File: config.mk
export PLATFORM = sky130hd
export DESIGN_NAME = edit_distance_engine
export DESIGN_NICKNAME = d
export VERILOG_FILES = /design/src/design/edist_pkg.sv /design/src/design/edist_ram.sv /design/src/design/edit_distance_engine.sv
export SDC_FILE = /design/constraint.sdc
export NUM_CORES = 2
export LEC_CHECK = 0
export BUFFER_PORTS_ARGS = -buffer_cell sky130_fd_sc_hd__buf_4
export CAP_MARGIN = 10
export CORE_MARGIN = 2
export CORE_UTILIZATION = 45
export DETAILED_ROUTE_END_ITERATION = 7
export MAX_ROUTING_LAYER = met4
export PLACE_DENSITY = 0.7
export RECOVER_POWER = 100
export SLEW_MARGIN = 10
export SYNTH_ARGS = -nofsm -noshare
export SYNTH_HDL_FRONTEND = slang
export SYNTH_HIERARCHICAL = 1
export SYNTH_SLANG_ARGS = --single-unit
File: constraint.sdc
create_clock -name i_clk -period 17.85 [get_ports i_clk]
set_input_delay 3.57 -clock i_clk [delete_from_list [all_inputs] [get_ports i_clk]]
set_output_delay 3.57 -clock i_clk [all_outputs]
set_load 0.05 [all_outputs]
File: src/design/edist_pkg.sv
`timescale 1ns / 1ps
`default_nettype none

package edist_pkg;

    localparam int MAX_LEN = 64;
    localparam int LEN_W   = $clog2(MAX_LEN + 1);
    localparam int ADDR_W  = $clog2(MAX_LEN);
    localparam int CHAR_W  = 8;
    localparam int ACT_W   = 2;
    localparam int DIST_W  = 7;

    localparam logic [DIST_W-1:0] DIST_MAX = {DIST_W{1'b1}};

    typedef logic [ACT_W-1:0]  t_action;
    typedef logic [CHAR_W-1:0] t_char;
    typedef logic [LEN_W-1:0]  t_len;
    typedef logic [DIST_W-1:0] t_dist;

    localparam t_action ACT_APPEND_FIRST  = 2'd0;
    localparam t_action ACT_APPEND_SECOND = 2'd1;
    localparam t_action ACT_COMPUTE       = 2'd2;

    // clamp a cost value into the distance field
    function automatic t_dist sat_dist(input t_len value);
        logic [LEN_W+DIST_W-1:0] wide;
        wide = (LEN_W + DIST_W)'(value);
        if (wide > (LEN_W + DIST_W)'(DIST_MAX)) begin
            sat_dist = DIST_MAX;
        end else begin
            sat_dist = wide[DIST_W-1:0];
        end
    endfunction

endpackage

`default_nettype wire

File: src/design/edist_ram.sv
`timescale 1ns / 1ps
`default_nettype none

module edist_ram #(
    parameter int WIDTH = 8,
    parameter int DEPTH = 64
) (
    input  wire logic                     i_clk,
    input  wire logic                     i_wr_en,
    input  wire logic [$clog2(DEPTH)-1:0] i_wr_addr,
    input  wire logic [WIDTH-1:0]         i_wr_data,
    input  wire logic [$clog2(DEPTH)-1:0] i_rd_addr,
    output logic      [WIDTH-1:0]         o_rd_data
);

    logic [WIDTH-1:0] r_mem [DEPTH];

    always_ff @(posedge i_clk) begin
        if (i_wr_en) begin
            r_mem[i_wr_addr] <= i_wr_data;
        end
        o_rd_data <= r_mem[i_rd_addr];
    end

endmodule

`default_nettype wire

File: src/design/edit_distance_engine.sv
// channel   direction  handshake                 payload
// in        input      i_in_valid / o_in_ready   i_action, i_char_code, i_missing_mark
// out       output     o_out_valid / i_out_ready o_distance, o_missing, o_overflow
//
// Appends and ignored items are taken in the idle state; loads are taken while a result
// waits. A compute fills the cost row, then per second-string character reads it and
// works one cost cell per cycle along the row through the single min/compare unit, bound
// by the one cost-row RAM port pair. An empty or missing string goes straight to done.
// Reset (synchronous, active low) clears lengths, flags and the sequencer; string and
// cost RAMs are not cleared. A stalled result holds the next compute in its final state.
`timescale 1ns / 1ps
`default_nettype none

module edit_distance_engine (
    input  wire logic                    i_clk,
    input  wire logic                    i_rst_n,
    input  wire logic                    i_in_valid,
    output logic                         o_in_ready,
    input  wire logic [edist_pkg::ACT_W-1:0]  i_action,
    input  wire logic [edist_pkg::CHAR_W-1:0] i_char_code,
    input  wire logic                    i_missing_mark,
    output logic                         o_out_valid,
    input  wire logic                    i_out_ready,
    output logic [edist_pkg::DIST_W-1:0] o_distance,
    output logic                         o_missing,
    output logic                         o_overflow
);

    import edist_pkg::*;

    localparam logic [2:0] ST_IDLE  = 3'd0;
    localparam logic [2:0] ST_INIT  = 3'd1;
    localparam logic [2:0] ST_ROWRD = 3'd2;
    localparam logic [2:0] ST_ROWCY = 3'd3;
    localparam logic [2:0] ST_CELL  = 3'd4;
    localparam logic [2:0] ST_DONE  = 3'd5;

    logic [2:0] r_state, n_state;
    t_len       r_first_len, n_first_len;
    t_len       r_second_len, n_second_len;
    logic       r_missing_seen, n_missing_seen;
    logic       r_overflow_seen, n_overflow_seen;
    t_len       r_i, n_i;
    t_len       r_j, n_j;
    t_len       r_left, n_left;
    t_len       r_diag, n_diag;
    t_char      r_cy, n_cy;
    t_len       r_result, n_result;
    logic       r_out_valid, n_out_valid;
    t_dist      r_distance, n_distance;
    logic       r_missing, n_missing;
    logic       r_overflow, n_overflow;

    logic              in_xfer;
    logic              first_we, second_we, cost_we;
    logic [ADDR_W-1:0] text_wr_addr, cell_rd_addr, second_rd_addr, cost_wr_addr;
    t_len              cost_wr_data;
    t_char             first_rdata, second_rdata;
    t_len              cost_rdata;
    t_len              above, cell_cost, min_lr, min_all;
    t_len              i_minus1, j_minus1;

    assign in_xfer   = i_in_valid && o_in_ready;
    assign o_in_ready = (r_state == ST_IDLE);

    // string loads share the write path; action picks the RAM
    assign first_we  = in_xfer && (i_action == ACT_APPEND_FIRST) && !i_missing_mark
                       && (r_first_len < t_len'(MAX_LEN));
    assign second_we = in_xfer && (i_action == ACT_APPEND_SECOND) && !i_missing_mark
                       && (r_second_len < t_len'(MAX_LEN));
    assign text_wr_addr = (i_action == ACT_APPEND_FIRST) ? r_first_len[ADDR_W-1:0]
                                                         : r_second_len[ADDR_W-1:0];

    assign i_minus1       = r_i - t_len'(1);
    assign j_minus1       = r_j - t_len'(1);
    assign cell_rd_addr   = (r_state == ST_CELL) ? r_i[ADDR_W-1:0] : '0;
    assign second_rd_addr = j_minus1[ADDR_W-1:0];

    // shared cell unit: cost_row[i] = eq ? diag : 1 + min(left, above, diag)
    assign above     = cost_rdata;
    assign min_lr    = (r_left < above) ? r_left : above;
    assign min_all   = (min_lr < r_diag) ? min_lr : r_diag;
    assign cell_cost = (first_rdata == r_cy) ? r_diag : min_all + t_len'(1);

    assign cost_we      = (r_state == ST_INIT) || (r_state == ST_CELL);
    assign cost_wr_addr = (r_state == ST_INIT) ? r_i[ADDR_W-1:0] : i_minus1[ADDR_W-1:0];
    assign cost_wr_data = (r_state == ST_INIT) ? r_i + t_len'(1) : cell_cost;

    edist_ram #(.WIDTH(CHAR_W), .DEPTH(MAX_LEN)) u_first_text (
        .i_clk     (i_clk),
        .i_wr_en   (first_we),
        .i_wr_addr (text_wr_addr),
        .i_wr_data (i_char_code),
        .i_rd_addr (cell_rd_addr),
        .o_rd_data (first_rdata)
    );

    edist_ram #(.WIDTH(CHAR_W), .DEPTH(MAX_LEN)) u_second_text (
        .i_clk     (i_clk),
        .i_wr_en   (second_we),
        .i_wr_addr (text_wr_addr),
        .i_wr_data (i_char_code),
        .i_rd_addr (second_rd_addr),
        .o_rd_data (second_rdata)
    );

    edist_ram #(.WIDTH(LEN_W), .DEPTH(MAX_LEN)) u_cost_row (
        .i_clk     (i_clk),
        .i_wr_en   (cost_we),
        .i_wr_addr (cost_wr_addr),
        .i_wr_data (cost_wr_data),
        .i_rd_addr (cell_rd_addr),
        .o_rd_data (cost_rdata)
    );

    always_comb begin
        n_state         = r_state;
        n_first_len     = r_first_len;
        n_second_len    = r_second_len;
        n_missing_seen  = r_missing_seen;
        n_overflow_seen = r_overflow_seen;
        n_i             = r_i;
        n_j             = r_j;
        n_left          = r_left;
        n_diag          = r_diag;
        n_cy            = r_cy;
        n_result        = r_result;
        n_out_valid     = r_out_valid && !i_out_ready;
        n_distance      = r_distance;
        n_missing       = r_missing;
        n_overflow      = r_overflow;

        case (r_state)
            ST_IDLE: begin
                if (in_xfer) begin
                    if ((i_action == ACT_APPEND_FIRST) || (i_action == ACT_APPEND_SECOND)) begin
                        if (i_missing_mark) begin
                            n_missing_seen = 1'b1;
                        end else if (first_we) begin
                            n_first_len = r_first_len + t_len'(1);
                        end else if (second_we) begin
                            n_second_len = r_second_len + t_len'(1);
                        end else begin
                            n_overflow_seen = 1'b1;
                        end
                    end else if (i_action == ACT_COMPUTE) begin
                        if (r_missing_seen) begin
                            n_result = '0;
                            n_state  = ST_DONE;
                        end else if (r_first_len == '0) begin
                            n_result = r_second_len;
                            n_state  = ST_DONE;
                        end else if (r_second_len == '0) begin
                            n_result = r_first_len;
                            n_state  = ST_DONE;
                        end else begin
                            n_i     = '0;
                            n_state = ST_INIT;
                        end
                    end
                end
            end
            ST_INIT: begin
                n_i = r_i + t_len'(1);
                if (r_i + t_len'(1) == r_first_len) begin
                    n_j     = t_len'(1);
                    n_state = ST_ROWRD;
                end
            end
            ST_ROWRD: begin
                n_diag  = j_minus1;
                n_left  = r_j;
                n_state = ST_ROWCY;
            end
            ST_ROWCY: begin
                n_cy    = second_rdata;
                n_i     = t_len'(1);
                n_state = ST_CELL;
            end
            ST_CELL: begin
                n_left = cell_cost;
                n_diag = above;
                if (r_i == r_first_len) begin
                    if (r_j == r_second_len) begin
                        n_result = cell_cost;
                        n_state  = ST_DONE;
                    end else begin
                        n_j     = r_j + t_len'(1);
                        n_state = ST_ROWRD;
                    end
                end else begin
                    n_i = r_i + t_len'(1);
                end
            end
            ST_DONE: begin
                if (!r_out_valid || i_out_ready) begin
                    n_out_valid     = 1'b1;
                    n_distance      = sat_dist(r_result);
                    n_missing       = r_missing_seen;
                    n_overflow      = r_overflow_seen;
                    n_first_len     = '0;
                    n_second_len    = '0;
                    n_missing_seen  = 1'b0;
                    n_overflow_seen = 1'b0;
                    n_state         = ST_IDLE;
                end
            end
            default: begin
                n_state = ST_IDLE;
            end
        endcase
    end

    always_ff @(posedge i_clk) begin
        if (!i_rst_n) begin
            r_state         <= ST_IDLE;
            r_first_len     <= '0;
            r_second_len    <= '0;
            r_missing_seen  <= 1'b0;
            r_overflow_seen <= 1'b0;
            r_out_valid     <= 1'b0;
        end else begin
            r_state         <= n_state;
            r_first_len     <= n_first_len;
            r_second_len    <= n_second_len;
            r_missing_seen  <= n_missing_seen;
            r_overflow_seen <= n_overflow_seen;
            r_out_valid     <= n_out_valid;
        end
    end

    always_ff @(posedge i_clk) begin
        r_i        <= n_i;
        r_j        <= n_j;
        r_left     <= n_left;
        r_diag     <= n_diag;
        r_cy       <= n_cy;
        r_result   <= n_result;
        r_distance <= n_distance;
        r_missing  <= n_missing;
        r_overflow <= n_overflow;
    end

    assign o_out_valid = r_out_valid;
    assign o_distance  = r_distance;
    assign o_missing   = r_missing;
    assign o_overflow  = r_overflow;

endmodule

`default_nettype wire

### Word level (Yosys, flattened, before mapping)

Memories as Yosys holds them, arrays and structs flattened. A register that Yosys moved wholly into a read port is not among the register bits.
Index checks and enable logic that the tools add are counted.

| cells by class | value |
|---|---|
| add/sub/neg operators | 7 |
| $lt $le $gt $ge | 4 |
| equality and inequality tests | 31 |
| multiplexer cells | 72 |
| reduce and logical (&&, ||, !) cells | 32 |

Operators with widths:

| cell | count |
|---|---|
| 7-bit two-way mux | 32 |
| 7-bit case mux with 2 select lines | 6 |
| 7-bit by 1-bit adder with 7-bit output, second input constant | 5 |
| 3-bit two-way mux | 10 |
| 7-bit case mux with 4 select lines | 1 |
| 7-bit == test | 3 |
| 7-bit AND reduction | 3 |
| 2-bit != test, second input constant | 10 |
| 6-bit two-way mux | 3 |
| 2-bit by 1-bit != test with 1-bit output, second input constant | 9 |
| 3-bit case mux with 6 select lines | 1 |
| 1-bit two-way mux | 17 |
| 7-bit zero test | 2 |
| 7-bit < comparator | 2 |
| 7-bit < comparator, second input constant | 2 |
| 6-bit AND reduction | 2 |
| 8-bit == test | 1 |
| 1-bit logical AND | 8 |
| 8-bit AND reduction | 1 |
| 2-bit nonzero test | 4 |
| 7-bit by 1-bit subtractor with 7-bit output, second input constant | 1 |
| 3-bit by 2-bit == test with 1-bit output, second input constant | 2 |
| 3-bit == test, second input constant | 2 |
| 6-bit by 1-bit subtractor with 6-bit output, second input constant | 1 |
| 13 further kinds | 18 |

| word-level totals | value |
|---|---|
| register bits after elaboration | 72 |
| bits in writable memories | 1472 |
| input port bits | 15 |
| output and inout bits | 11 |
| memories kept | 3 |

Memory list:

| memory | words | bits a word | rd ports | clocked after Yosys merged registers in | wr ports | RTL line | text |
|---|---|---|---|---|---|---|---|
| u_first_text.r_mem | 64 | 8 | 1 | 1 | 1 | edist_ram.sv:16 | `logic [WIDTH-1:0] r_mem [DEPTH];` |
| u_second_text.r_mem | 64 | 8 | 1 | 1 | 1 | edist_ram.sv:16 |  |
| u_cost_row.r_mem | 64 | 7 | 1 | 1 | 1 | edist_ram.sv:16 |  |

### Longest topological paths before layout

| depth | value |
|---|---|
| depth in word-level cells | 11 |
| gate-level depth with buffers | 24 |
| mapped depth without buffers | 21 |

### Modules after synthesis

Netlist, hierarchy kept.

By module, submodules not included:

| module | instances | cells each | area an instance (um2) | seq. area each (um2) |
|---|---|---|---|---|
| edist_ram at u_first_text ... | 2 | 940 | 20166.8 | 15534.9 |
| edist_ram at u_cost_row | 1 | 859 | 17698.2 | 13593.0 |
| edit_distance_engine | 1 | 527 | 4812.1 | 1961.9 |

### Worst setup path after synthesis

OpenSTA, ideal clock, no wires.

| path | value |
|---|---|
| kind | flip-flop to flip-flop |
| start | reg u_cost_row.o_rd_data[2], read port of u_cost_row.r_mem |
| end | mem u_cost_row/r_mem[0][6] (netlist bit), data pin |
| setup time | 0.565 ns |
| data arrival time | 5.975 ns |
| required time | 17.285 ns |
| path slack | 11.310 ns |
| stages on the path, launching flop included | 24 |
| path buffers | 3 |
| path through | dfxtp_1 > inv_1 > ha_1 > a21o_1 > a31oi_1 > o21a_1 > buf_6 > clkbuf_1 > o21ai_0 > ha_1 > a21oi_1 > o21a_1 > and4b_1 > o211ai_2 > nand2_1 > mux2_2 > ha_1 > clkbuf_1 > nand3_1 > xnor2_1 > nor2_1 > a221oi_1 > o21ai_0 > a22oi_1 |

| on the way | value |
|---|---|
| cells in the longest elaborated chain, start to end | 7 |

RTL lines:

| what | RTL line | text |
|---|---|---|
| from (decl) | edist_ram.sv:13 | `output logic [WIDTH-1:0] o_rd_data` |
| 7-bit < comparator | edit_distance_engine.sv:81 | `assign min_lr = (r_left < above) ? r_left : above;` |
| 7-bit two-way mux * | edit_distance_engine.sv:81 |  |
| 7-bit < comparator | edit_distance_engine.sv:82 | `assign min_all = (min_lr < r_diag) ? min_lr : r_diag;` |
| 7-bit two-way mux * | edit_distance_engine.sv:82 |  |
| 7-bit by 1-bit adder with 7-bit output * | edit_distance_engine.sv:83 | `assign cell_cost = (first_rdata == r_cy) ? r_diag : min_all + t_len'(1);` |
| 7-bit two-way mux * | edit_distance_engine.sv:83 |  |
| 7-bit two-way mux * | edit_distance_engine.sv:87 | `assign cost_wr_data = (r_state == ST_INIT) ? r_i + t_len'(1) : cell_cost;` |
| net cost_wr_data[6] | edit_distance_engine.sv:57 | `t_len cost_wr_data;` |
| to (decl) | edist_ram.sv:16 |  |

Mark *: on every way through the listed nets, which the timed path passes. The rest lies on a longest branch.

### Worst setup path after layout

| path | value |
|---|---|
| start | reg r_state[1] |
| end | reg u_first_text.o_rd_data[7], read port of u_first_text.r_mem |

| on the way | value |
|---|---|
| cells in the longest elaborated chain, start to end | 2 |

RTL lines:

| what | RTL line | text |
|---|---|---|
| from (decl) | edit_distance_engine.sv:38 | `logic [2:0] r_state, n_state;` |
| from (signal assigned) | edit_distance_engine.sv:223 | `r_state <= n_state;` |
| 3-bit == test | edit_distance_engine.sv:76 | `assign cell_rd_addr = (r_state == ST_CELL) ? r_i[ADDR_W-1:0] : '0;` |
| 6-bit two-way mux | edit_distance_engine.sv:76 |  |
| net cell_rd_addr[0] | edit_distance_engine.sv:56 | `logic [ADDR_W-1:0] text_wr_addr, cell_rd_addr, second_rd_addr, cost_wr_addr;` |
| to (decl) | edist_ram.sv:13 |  |

The timed path passes the listed nets, and every way through them passes these cells.
A chain may end at the register's enable or synchronous reset.

==> results.md <==
- Crit path to: u_first_text/o_rd_data[7]
- Hold bufs inserted after CTS: 0
- Most common library cells after synthesis: 1524 x edfxtp_1, 358 x mux4_2, 310 x nor2_1, 106 x nand2_1, 76 x clkbuf_1
- Post-Syn Nets: approximately 3300
- Slew @ Worst Pin: ~4 ns
- Cell variety after synth: 71
- Class of the most critical setup path: reg -> reg
- Global route total overflow: 0
- Top post-synthesis cells by area: edfxtp_1 73%, mux4_2 13%, nor2_1 1.9%, dfxtp_1 1.4%, mux2i_1 1.1%
- Total core area: roughly 0.14 mm²
- Worst vdd ir: ~230 µV
- First-pass iteration count of the detailed router: 8
- Post-CTS setup buffer count: 0
- Clock skew: 0.0411 ns
- Cell area power density: 154 mW/mm²
- CTS Buf Count: around 150
- Post-synthesis average cell area: 19.2 µm²
- Critical Path RT: 18.47 ns
- First-pass GRT wire length: between 200000 and 250000 µm
- Pleak: 21.0 nW
- Post-synth EDFFs: 1524
- Post-synthesis sequential area ratio: between 70% and 80%
- Synth Warn #: 6
- Sink Count: roughly 1600
- Routed wire length: ~140000 µm
- GR Util met2: a little under a third
- Share of layout cells above drive strength 1: between 10% and 20%
- Ant. Diodes: 0
- Period utilisation layout: approximately three fifths
- Starting Density: ~45%
- Placed instance count: ~5000
- Max Cap Viol: 35
- Die Height: 378 µm
- Area grow syn2layout: 10.8%
- Final Net Count: around 3300
- Slowest stage delay, CP: 2.80 ns
- Final setup TNS: 0 ns
- Hold Crit Class: reg -> reg
- Slowest stage cell, crit path: clkbuf_1
- Placed wire-length estimate: 83300 µm
- Slew Limit Fails: 1852
- Multi-input gate area: between 0.015 and 0.02 mm²
- Cells after Synth: 3266
- Avg WL per Cell: between 20 and 30 µm
- Global routing usage on met3: under 10%
- Initial antenna violation count: 0
- Flop2flop setup slack: ~7.1 ns
- CP startpoint: r_state[1]
- Mapped Area: 0.0628 mm²
- Worst-Skew Late Latency: 0.79 ns
- CP most frequent cell: clkbuf_1
- Worst-path maximum fanout: between 50 and 60
- RePlAce Congestion: 0.849
- Worst EP arrival: 11.34 ns
- Result of the run: finished, violations left
- Top FF cell, synth: edfxtp_1
- Synth async-reset ratio: 0%
- Root Buffer: clkbuf_16
- Clock Pin Slew Worst Setup and Hold Paths: 0.06 ns
- Number of port buffers: 25
- CTS resizes: 0
- Reg2reg end: u_first_text/o_rd_data[7]
- CTS tree: built
- CP Cell Sequence: nor2_1 -> nand2_1 -> clkbuf_1 -> nor2_4 -> clkbuf_1 -> clkbuf_1 -> buf_4 -> buf_4 -> mux4_2 -> mux2_2 -> o311ai_0 -> nand2_1
- Routed vias/inst: between 5 and 6
- Synth Register Bits: around 1600
- Global Route met1 Usage: roughly 28%
- Worst reg2reg startpoint: r_state[1]
- Reg2reg path depth: 12
- Yosys top cell area share: 72.8%
- Post-layout min period: roughly 11 ns
- Row count: between 100 and 150
- Largest net degree at the start of global routing: 138
- Top Ports: 26
- Layout filler cell count: around 11000
- Initial DRC Count: around 3600
- Die ar.: around 0.14 mm²
- Area leader, netlist: edfxtp_1
- Hold path startpoint: u_second_text/o_rd_data[7]
- Vias: approximately 32000
- Endpoint class of the critical path: flip-flop
- Die W: approximately 380 µm
- F_max: 93.3 MHz
- Sequential cell area: roughly 0.047 mm²
- RSZ-0062 raised after global routing: false
- GRT Overall Usage: around a fifth
- Violated checks: capacitance limit, slew limit
- DRC Markers: 0
- Count of final setup violators: 0
- Clk buf depth: 3
- H-tree Lvls: 4
- Most numerous cell in the Yosys netlist: edfxtp_1
- Vias in the first global route: about 31000
- Startpoint Class: flip-flop
- Top Usage Layer GRT: met2
- Slew HR: -167%
- Final ANT Viol Nets: 0
- Final std cells w/o fill: 5312
- Final hold viol count: 0
[sequential cells by signal (all words and copies together), names as in the netlist, 8 cells and up]
name,cells
r_cy,8
u_second_text/o_rd_data,8
u_second_text/r_mem,512
u_first_text/r_mem,512
u_cost_row/r_mem,448
u_first_text/o_rd_data,8
[per-layer routing]
| metal | share of wire [%] | vias up |
|---|---|---|
| li1 | - | 13300 |
| met1 | 41 | 16600 |
| met2 | 48 | 1412 |
| met3 | 8.4 | 218 |
| met4 | 2.4 | 0 |
| met5 | 0 | - |
[cell type report]
type / count / area share, %
Inverter: 30 / 0.167
Clock inverter: 82 / 1.36
Tap cell: 1876 / 3.37
Clock buffer: 195 / 5.80
Timing Repair Buffer: 73 / 0.557
Sequential cell: 1567 / 67.0
Multi-Input combinational cell: 1489 / 21.8
[how the worst min path moves through the flow]
stage | depth (start not counted) | end | slack [ns]
2_1_floorplan | 0 | r_cy[0] | 0.39
3_3_place_gp | 0 | r_cy[5] | 0.39
3_5_place_dp | 0 | r_cy[5] | 0.40
4_1_cts | 0 | r_cy[4] | 0.41
5_1_grt | 0 | r_cy[7] | 0.41
6_report | 0 | r_cy[7] | 0.40
[stage by stage]
step           setup WS, ns  hold WS [ns]  util [%]  total power, mW  instance area (µm²)
6_report               7.13         0.403      50.1             10.7                69600
5_1_grt                5.92         0.406      50.1             11.2                69600
4_1_cts               11.38         0.406      50.3             10.8                69900
3_5_place_dp          10.52         0.396      46.7             7.64                64900
3_3_place_gp          10.62         0.389      46.7             7.56                64900
2_1_floorplan         11.31         0.386         -             6.67                62800
[power breakdown]
part / internal [mW] / switching [mW] / total [mW] / leakage [nW]
logic: 0.591 / 1.75 / 2.34 / 4.50
registers: 5.15 / 0.0854 / 5.23 / 14.1
clock network: 1.80 / 1.38 / 3.18 / 2.41
total: 7.53 / 3.21 / 10.7 / 21.0
[cell usage in the layout (no fill, tap or decap), drive strengths merged, types with 43 or more instances in the layout]
cell type,Yosys,layout
mux4,358,358
nor2b,45,45
nand3,60,60
clkinv,0,56
dfxtp,43,43
nor2,310,310
nand2,106,106
edfxtp,1524,1524
clkbuf,76,242
mux2i,66,66
[kinds of logic (layout without fill, tap and decap cells)]
kind of cell / Yosys count / count (layout) / share of synthesized area, %
buffers and inverters: 210 / 380 / 1.84
AO/OA/AOI/OAI: 273 / 273 / 3.07
AND/OR/NAND/NOR: 662 / 662 / 4.87
flip-flops: 1567 / 1567 / 74.2
XOR/XNOR: 67 / 67 / 0.982
adder cells (fa/ha/maj): 21 / 21 / 0.418
multiplexers: 466 / 466 / 14.6
[worst max-delay path, delay by kind of cell, from the launching register on]
kind	cells	cell delay (ns)
compound gates	1	0.62
flops	1	0.45
buf+inv	5	7.55
mux	2	0.90
simple gates	4	0.91
Note: power is estimated with default switching activity, not from simulation.
